## config.mk

```make
export PLATFORM = sky130hd
export DESIGN_NAME = modular_exponentiation
export DESIGN_NICKNAME = d
export VERILOG_FILES = /design/src/design/modexp_pkg.sv /design/src/design/modular_exponentiation.sv
export SDC_FILE = /design/constraint.sdc
export NUM_CORES = 1
export LEC_CHECK = 0
export ABC_AREA = 1
export BUFFER_PORTS_ARGS = -buffer_cell sky130_fd_sc_hd__buf_4
export CORE_ASPECT_RATIO = 1.5
export CORE_MARGIN = 3
export CORE_UTILIZATION = 35
export CTS_CLUSTER_DIAMETER = 50
export DETAILED_ROUTE_END_ITERATION = 10
export GPL_TIMING_DRIVEN = 0
export REMOVE_ABC_BUFFERS = 1
export SLEW_MARGIN = 25
export SYNTH_ARGS = -nofsm -noshare
export SYNTH_HDL_FRONTEND = slang
export SYNTH_SLANG_ARGS = --single-unit
```

## constraint.sdc

```tcl
create_clock -name clk -period 17.87 [get_ports clk]
set_clock_uncertainty 0.2 [all_clocks]
set_input_delay 2.6805 -clock clk [delete_from_list [all_inputs] [get_ports clk]]
set_output_delay 2.6805 -clock clk [all_outputs]
set_load 0.05 [all_outputs]
```

## src/design/modexp_pkg.sv

```systemverilog
// Shared widths, register indexes and reset values for the modular exponentiation block.
package modexp_pkg;

  // Fixed field widths
  localparam int BASE_BITS = 63;
  localparam int OUT_BITS  = 32;
  localparam int CFG_BITS  = 32;
  localparam int IDX_BITS  = 2;

  // Counter wide enough for the base reduction sweep (also covers modulus widths up to 64 bits)
  localparam int CNT_W = $clog2(BASE_BITS);

  // Configuration register indexes
  localparam logic [IDX_BITS-1:0] REG_MODULUS  = 2'd0;
  localparam logic [IDX_BITS-1:0] REG_EXPONENT = 2'd1;

  // Reset values of the key registers
  localparam logic [CFG_BITS-1:0] RST_MODULUS  = 32'd3233;
  localparam logic [CFG_BITS-1:0] RST_EXPONENT = 32'd17;

endpackage

```

## src/design/modular_exponentiation.sv

```systemverilog
// Sequence from acceptance to result: the base reduction sweep, then per exponent bit a scan
// step, a bit-serial multiply on a set bit and a bit-serial square below the highest set bit,
// then a done state; a zero exponent goes from the scan to done, a zero modulus skips to done.
// Throughput: one item at a time; the next item is taken the cycle after the result enters the
// output register.
// Synchronous active-high reset clears control state and restores modulus 3233, exponent 17.
module modular_exponentiation #(
  parameter int MOD_BITS = 32,
  parameter int EXP_BITS = 32
) (
  input  logic                                 clk,
  input  logic                                 rst,
  // configuration write port
  input  logic                                 wr_en,
  input  logic [modexp_pkg::IDX_BITS-1:0]      wr_index,
  input  logic [modexp_pkg::CFG_BITS-1:0]      wr_data,
  // input channel
  input  logic                                 in_valid,
  output logic                                 in_stall,
  input  logic [modexp_pkg::BASE_BITS-1:0]     base,
  // output channel
  output logic                                 out_valid,
  input  logic                                 out_stall,
  output logic [modexp_pkg::OUT_BITS-1:0]      power
);

  localparam int CNT_W = modexp_pkg::CNT_W;

  localparam logic [2:0] S_IDLE    = 3'd0;
  localparam logic [2:0] S_REDUCE  = 3'd1;
  localparam logic [2:0] S_NEXT    = 3'd2;
  localparam logic [2:0] S_MUL_ACC = 3'd3;
  localparam logic [2:0] S_MUL_SQ  = 3'd4;
  localparam logic [2:0] S_DONE    = 3'd5;

  logic [2:0]                          state;
  logic [MOD_BITS-1:0]                 modulus;
  logic [EXP_BITS-1:0]                 exponent;
  logic [modexp_pkg::BASE_BITS-1:0]    base_sr;
  logic [EXP_BITS-1:0]                 exp_sr;
  logic [MOD_BITS-1:0]                 acc;
  logic [MOD_BITS-1:0]                 sq;
  logic [MOD_BITS-1:0]                 mx;
  logic [MOD_BITS-1:0]                 my;
  logic [MOD_BITS-1:0]                 mr;
  logic [CNT_W-1:0]                    cnt;

  logic                                in_take;
  logic                                out_free;
  logic [MOD_BITS:0]                   rt;
  logic [MOD_BITS-1:0]                 rred;
  logic [MOD_BITS+1:0]                 madd;
  logic [MOD_BITS+1:0]                 mt;
  logic [MOD_BITS+1:0]                 m1;
  logic [MOD_BITS+1:0]                 m2;
  logic [MOD_BITS+1:0]                 mwide;
  logic [MOD_BITS-1:0]                 mred;

  assign in_stall = (state != S_IDLE);
  assign in_take  = in_valid && !in_stall;
  assign out_free = !out_valid || !out_stall;

  // Base reduction step: shift in one base bit, subtract modulus once if needed
  assign rt = {mr, base_sr[modexp_pkg::BASE_BITS-1]};
  always_comb begin
    if (rt >= {1'b0, modulus}) begin
      rred = MOD_BITS'(rt - {1'b0, modulus});
    end else begin
      rred = rt[MOD_BITS-1:0];
    end
  end

  // Multiplier step: double the partial, add the multiplicand on a set bit, reduce below m
  assign m1   = {2'b00, modulus};
  assign m2   = {1'b0, modulus, 1'b0};
  assign madd = my[MOD_BITS-1] ? {2'b00, mx} : '0;
  assign mt   = {1'b0, mr, 1'b0} + madd;
  always_comb begin
    priority if (mt >= m2) begin
      mwide = mt - m2;
    end else if (mt >= m1) begin
      mwide = mt - m1;
    end else begin
      mwide = mt;
    end
  end
  assign mred = mwide[MOD_BITS-1:0];

  // Key registers
  always_ff @(posedge clk) begin
    if (rst) begin
      modulus  <= modexp_pkg::RST_MODULUS[MOD_BITS-1:0];
      exponent <= modexp_pkg::RST_EXPONENT[EXP_BITS-1:0];
    end else if (wr_en) begin
      if (wr_index == modexp_pkg::REG_MODULUS) begin
        modulus <= wr_data[MOD_BITS-1:0];
      end else if (wr_index == modexp_pkg::REG_EXPONENT) begin
        exponent <= wr_data[EXP_BITS-1:0];
      end
    end
  end

  // Sequencer: reduce the base, then scan the exponent with square and multiply
  always_ff @(posedge clk) begin
    if (rst) begin
      state <= S_IDLE;
    end else begin
      unique case (state)
        S_IDLE: begin
          if (in_take) begin
            base_sr <= base;
            mr      <= '0;
            cnt     <= CNT_W'(modexp_pkg::BASE_BITS - 1);
            if (modulus == '0) begin
              acc   <= '0;
              state <= S_DONE;
            end else begin
              acc   <= (modulus == MOD_BITS'(1)) ? '0 : MOD_BITS'(1);
              state <= S_REDUCE;
            end
          end
        end
        S_REDUCE: begin
          mr      <= rred;
          base_sr <= base_sr << 1;
          cnt     <= cnt - 1'b1;
          if (cnt == '0) begin
            sq     <= rred;
            exp_sr <= exponent;
            state  <= S_NEXT;
          end
        end
        S_NEXT: begin
          mr  <= '0;
          cnt <= CNT_W'(MOD_BITS - 1);
          if (exp_sr == '0) begin
            state <= S_DONE;
          end else if (exp_sr[0]) begin
            mx    <= acc;
            my    <= sq;
            state <= S_MUL_ACC;
          end else begin
            mx    <= sq;
            my    <= sq;
            state <= S_MUL_SQ;
          end
        end
        S_MUL_ACC: begin
          mr  <= mred;
          my  <= my << 1;
          cnt <= cnt - 1'b1;
          if (cnt == '0) begin
            acc <= mred;
            // skip the last square when no higher exponent bit remains
            if ((exp_sr >> 1) == '0) begin
              state <= S_DONE;
            end else begin
              mx    <= sq;
              my    <= sq;
              mr    <= '0;
              cnt   <= CNT_W'(MOD_BITS - 1);
              state <= S_MUL_SQ;
            end
          end
        end
        S_MUL_SQ: begin
          mr  <= mred;
          my  <= my << 1;
          cnt <= cnt - 1'b1;
          if (cnt == '0) begin
            sq     <= mred;
            exp_sr <= exp_sr >> 1;
            state  <= S_NEXT;
          end
        end
        S_DONE: begin
          if (out_free) begin
            state <= S_IDLE;
          end
        end
        default: begin
          state <= S_IDLE;
        end
      endcase
    end
  end

  // Output register: load the result when free, drop valid once taken
  always_ff @(posedge clk) begin
    if (rst) begin
      out_valid <= 1'b0;
    end else if (state == S_DONE && out_free) begin
      out_valid <= 1'b1;
    end else if (out_valid && !out_stall) begin
      out_valid <= 1'b0;
    end
  end

  always_ff @(posedge clk) begin
    if (state == S_DONE && out_free) begin
      power <= modexp_pkg::OUT_BITS'(acc);
    end
  end

endmodule
```

# After elaboration in Yosys (flattened, before gate mapping)
# Index checks and enable logic that the tools add are counted.
# word_totals
wordCells,115
reg_bits,361
out_inout_bits,34
input_bits,102
# op_classes
n_addsub,5
magnitude_cmp,3
bitwise,2
muxes,44
reduce_logical,33
eq_ne,15
# op_table
operator,count
2-to-1 mux 32 bit,19
case mux 32 bit (2 select lines),4
case mux 32 bit (5 select lines),1
case mux 63 bit (2 select lines),1
zero test 32 bit,3
case mux 32 bit (3 select lines),1
subtractor 32 bit,3
2-to-1 mux 63 bit,1
adder 33 x 32 -> 34 bit,1
greater-or-equal comparator 34 x 32 -> 1 bit,1
greater-or-equal comparator 34 x 33 -> 1 bit,1
greater-or-equal comparator 33 x 32 -> 1 bit,1
"== test 32 x 1 -> 1 bit, second input constant",1
case mux 6 bit (4 select lines),1
2-to-1 mux 3 bit,7
2-to-1 mux 6 bit,3
case mux 3 bit (5 select lines),1
AND reduction 3 bit,5
"!= test 2 bit, second input constant",7
AND reduction 4 bit,3
nonzero test 2 bit,5
"== test 3 x 2 -> 1 bit, second input constant",2
"== test 3 bit, second input constant",2
zero test 6 bit,1
other kinds (17),27

# Longest topological paths before layout
# depth
ltp_word,8
depth_mapped,32
ltp_nobuf,30

# Worst setup path after synthesis
# OpenSTA, ideal clock, no wires.
# synth_timing
kind,input to register
start,in rst
end,reg exp_sr[0] (enable)
required_time_ns,17.105
n_path_buf,1
path_stages,2
setup_slack_ns,9.842
setup_time_ns,0.565
arrival_ns,7.263
path_cell_list,clkbuf_1 -> nor3_1
# synth_between
elab_chain_cells,2
# synth_rtl
item,line_no,text
from (decl),modular_exponentiation.sv:12,"input logic rst,"
inverter 1 bit (no line),--,
AND reduction 4 bit (no line),--,
to (signal assigned),modular_exponentiation.sv:129,exp_sr <= exponent;
to (signal assigned),modular_exponentiation.sv:172,exp_sr <= exp_sr >> 1;
to (decl),modular_exponentiation.sv:40,logic [EXP_BITS-1:0] exp_sr;
# No other way between the ends.
# A chain may end at the register's enable or synchronous reset.

# Worst setup path in the final report
# layout_timing
start,reg my[31]
end,"reg mr[31], data pin"
# layout_between
elab_chain_cells,8
elab_cells_between_ends,11
cone_classes,3 x add/sub; 2 x order compare; 6 x mux
# layout_rtl
item,line_no,text
from (decl),modular_exponentiation.sv:44,logic [MOD_BITS-1:0] my;
from (signal assigned),modular_exponentiation.sv:140,my <= sq;
from (signal assigned),modular_exponentiation.sv:144,my <= sq;
from (signal assigned),modular_exponentiation.sv:150,my <= my << 1;
2-to-1 mux 32 bit (*),modular_exponentiation.sv:76,"assign madd = my[MOD_BITS-1] ? {2'b00, mx} : '0;"
adder 33 x 32 -> 34 bit (*),modular_exponentiation.sv:77,"assign mt = {1'b0, mr, 1'b0} + madd;"
subtractor 32 bit / greater-or-equal comparator 34 x 32 -> 1 bit (equally long branches),"modular_exponentiation.sv:82, modular_exponentiation.sv:81",
2-to-1 mux 32 bit,modular_exponentiation.sv:81,end else if (mt >= m1) begin
2-to-1 mux 32 bit (*),modular_exponentiation.sv:79,priority if (mt >= m2) begin
2-to-1 mux 32 bit,modular_exponentiation.sv:155,if ((exp_sr >> 1) == '0) begin
2-to-1 mux 32 bit,modular_exponentiation.sv:152,if (cnt == '0) begin
case mux 32 bit (5 select lines) (*),modular_exponentiation.sv:108,unique case (state)
to (signal assigned),modular_exponentiation.sv:124,mr <= rred;
to (signal assigned),modular_exponentiation.sv:149,mr <= mred;
to (signal assigned),modular_exponentiation.sv:167,mr <= mred;
to (decl),modular_exponentiation.sv:45,logic [MOD_BITS-1:0] mr;
# Mark *: on every way between the ends. The rest lies on a longest branch, timed or not.

==> run_results.csv <==
group,metric,value,unit
outcome,status,"complete, no violations",
synth,ys_top_cells_by_area,"edfxtp_1 37%, nand2_1 16%, ha_1 6.7%",
global_routing,antenna_found_initial,0,
placed_design,gp_congestion,1.02,
global_routing,grt_pass1_wl,127000,µm
worst_setup_path,max_stage_delay,0.80,ns
synth,netlist.area_leader.share,36.8,%
power_and_ir_drop,clockPowerShare,15.3,%
worst_setup_path,end_kind,"flip-flop",
clock_network,cts-resized-gates,0,
worst_setup_path,slowest_stage,"inv_2",
placed_design,dp_hpwl,69000,µm
synth,syn-instance-count,3149,
worst_setup_path,cp_num_buf_inv,3,
power_and_ir_drop,intPower,0.00239,W
floorplanning,dieArea,0.0716,mm²
synth,synth_seq_cells,361,
timing,fmax,141,MHz
floorplanning,die_w,220,µm
clock_network,clkLatencyLatePin,0.58,ns
timing,worst_pin_slew,1.03,ns
synth,yosys_warnings,0,
power_and_ir_drop,vdd_drop_max,0.0870,mV
detailed_routing,vias_per_cell,5.20,
detailed_routing,wl,84000,µm
timing,period_needed,7.09,ns
worst_setup_path,start_kind,"flip-flop",
job,drv_cap,0,
power_and_ir_drop,switching_power,0.00246,W
layout,final_util,40.8,%
detailed_routing,detailedRoute.firstIterationViolations,1207,
worst_setup_path,crit_type,"flip-flop to flip-flop",
floorplanning,core,0.0672,mm²
detailed_routing,routedWlPerCell,20.1,µm
power_and_ir_drop,power.density,177,mW/mm²
global_routing,grt_use_total,23.3,%
clock_network,path_clk_slew,0.06,ns
clock_network,postCtsHoldBufs,0,
layout,num_antenna_cells,0,
synth,synth_cell_types,46,
worst_setup_path,cp_max_fo,33,
clock_network,cts.sinks,361,
timing,fin_ws,10.78,ns
global_routing,first_global_vias,22300,
power_and_ir_drop,total_power,0.00485,W
floorplanning,fp-row-count,116,
worst_setup_path,worst_path_most_repeated_cell,"nand2_1",
worst_setup_path,cp.arrival,7.22,ns
layout,fin_nets,3499,
detailed_routing,vias,21700,
timing,final.period_utilization,39.7,%
layout,design_area,0.0274,mm²
timing,finalSetupViolations,0,
floorplanning,start_util,35.6,%
floorplanning,io_pins,136,
worst_setup_path,crit_required,18.01,ns
power_and_ir_drop,sequentialPowerShare,24.1,%
layout,fillers,7019,
timing,hold_viol,0,
synth,avgSynthCellArea,7.60,µm²
synth,yosysMostFrequentCell,"nand2_1",
worst_hold_path,hold_class,"flip-flop to flip-flop",
power_and_ir_drop,power_frac_comb,60.5,%
placed_design,port_buffers,135,
clock_network,htree_levels,2,
detailed_routing,post-route-drc-count,0,
synth,ys_seq_area_share,42.4,%
worst_setup_path,crit_family,"simple AND/OR/NAND/NOR gates",
detailed_routing,first_pass_iters,6,
detailed_routing,drtAntennaViolNets,0,
clock_network,clockBufferDepth,3,
global_routing,overflow,0,
synth,synth-edff-count,293,
synth,synthArstFlopShare,0,%
placed_design,dpl_cell_area,0.0263,mm²
timing,slew_violations,0,
layout,areaGrowthSynthToFinish,14.4,%
clock_network,root_buffer,"clkbuf_16",
clock_network,cts_setup_buffers,0,
timing,rsz0062_at_grt,"no",
timing,setup_tns,0,ns
global_routing,grt_max_degree,66,
synth,yosysTopAreaCell,"edfxtp_1",
placed_design,place_ws,10.86,ns
clock_network,cts_made_buffers,37,
synth,yosys-top-cells-count,"1039 x nand2_1, 326 x inv_1, 293 x edfxtp_1",
synth,synth_area,0.0239,mm²
clock_network,cts_tree,"yes",
power_and_ir_drop,p_leak,12.3,nW
timing,relSlewSlack,30.7,%
layout,final_layout_size_suffix_gt1_share,8.78,%
power_and_ir_drop,p_sw_share,50.7,%
synth,ys.flop_type,"edfxtp_1",
floorplanning,die_y,326,µm
-- metrics by stage --
stage	instances	hold WS (ns)
2_1_floorplan	3054	0.227
4_1_cts	4177	0.251
6_report	4177	0.249
3_5_place_dp	4111	0.237
3_3_place_gp	4074	0.234
5_1_grt	4177	0.262
-- metal layers --
metal	track usage, %	vias up	routed length, µm
met5	0	-	0
met2	43.4	615	44100
met3	3.00	205	3510
met1	25.0	10200	30900
met4	13.4	0	5550
li1	-	10700	-
-- placed cells by master, fill, tap and decap left out, types with 4 or more instances in the layout --
cell	synthesis	final
nor2_1	283	279
buf_12	0	8
nand3_2	29	29
buf_6	6	7
ha_1	128	128
xnor2_1	52	52
nand2_2	5	6
nand3_1	223	223
nor3_1	29	26
inv_2	4	5
o21ai_1	4	4
fa_1	4	4
buf_4	3	150
o21a_1	8	8
nor2_4	1	5
o211ai_1	9	9
nor4_1	22	21
o21ai_0	182	182
a31oi_1	9	9
a21o_1	16	16
a21oi_1	165	164
nand2_1	1039	1037
buf_16	0	6
clkbuf_1	67	10
inv_1	326	321
clkbuf_16	0	37
nand4_1	19	19
and3_1	4	4
dfxtp_1	68	68
edfxtp_1	293	293
inv_6	0	4
xor2_1	46	46
clkinv_2	0	8
nand3b_1	36	36
a21boi_0	8	8
o21bai_1	23	23
-- sequential cells by signal, indices dropped and copies added, names as in the netlist --
signal and count:
acc 32, base_sr 63, cnt 6, exp_sr 32, exponent 32, modulus 32, mr 32, mx 32
my 32, out_valid 1, power 32, sq 32, state 3
-- power groups by stage --
| stage | logic, W | clock network, W | registers (W) |
|---|---|---|---|
| floorplan | 0.00195 | 0 | 0.00116 |
| global placement | 0.00286 | 0 | 0.00120 |
| detailed placement | 0.00289 | 0 | 0.00119 |
| CTS | 0.00290 | 0.000763 | 0.00117 |
| global route | 0.00322 | 0.000794 | 0.00118 |
| finish | 0.00294 | 0.000744 | 0.00117 |
-- final cells by class --
cell class                      count  area [µm²]  area share (%)
Timing Repair Buffer              172        1550            5.64
Inverter                          331        1250            4.58
Clock buffer                       47         963            3.52
Sequential cell                   361       10200            37.1
Multi-Input combinational cell   2362       12200            44.6
Tap cell                          885        1110            4.04
Clock inverter                     19         155           0.566
-- cell families after synthesis --
group	after synthesis	synth area share, %
AND/OR/NAND/NOR	1694	29.8
AO/OA/AOI/OAI	438	10.1
buffers and inverters	426	6.99
flip-flops	361	42.4
adder cells (fa/ha/maj)	132	7.02
XOR/XNOR	98	3.59
-- worst paths after layout --
path | from | endpoint | slack [ns] | cells past startpoint
worst min-delay path | acc[11]$_SDFFCE_PN0P_ | power[11]$_DFFE_PP_ | 0.25 | 0
worst min register to register | acc[11]$_SDFFCE_PN0P_ | power[11]$_DFFE_PP_ | 0.25 | 0
worst max-delay path | my[31]$_DFFE_PP_ | mr[31]$_DFFE_PP_ | 10.78 | 26
worst max register to register | my[31]$_DFFE_PP_ | mr[31]$_DFFE_PP_ | 10.78 | 26
Power figures use the tool's default switching activity.
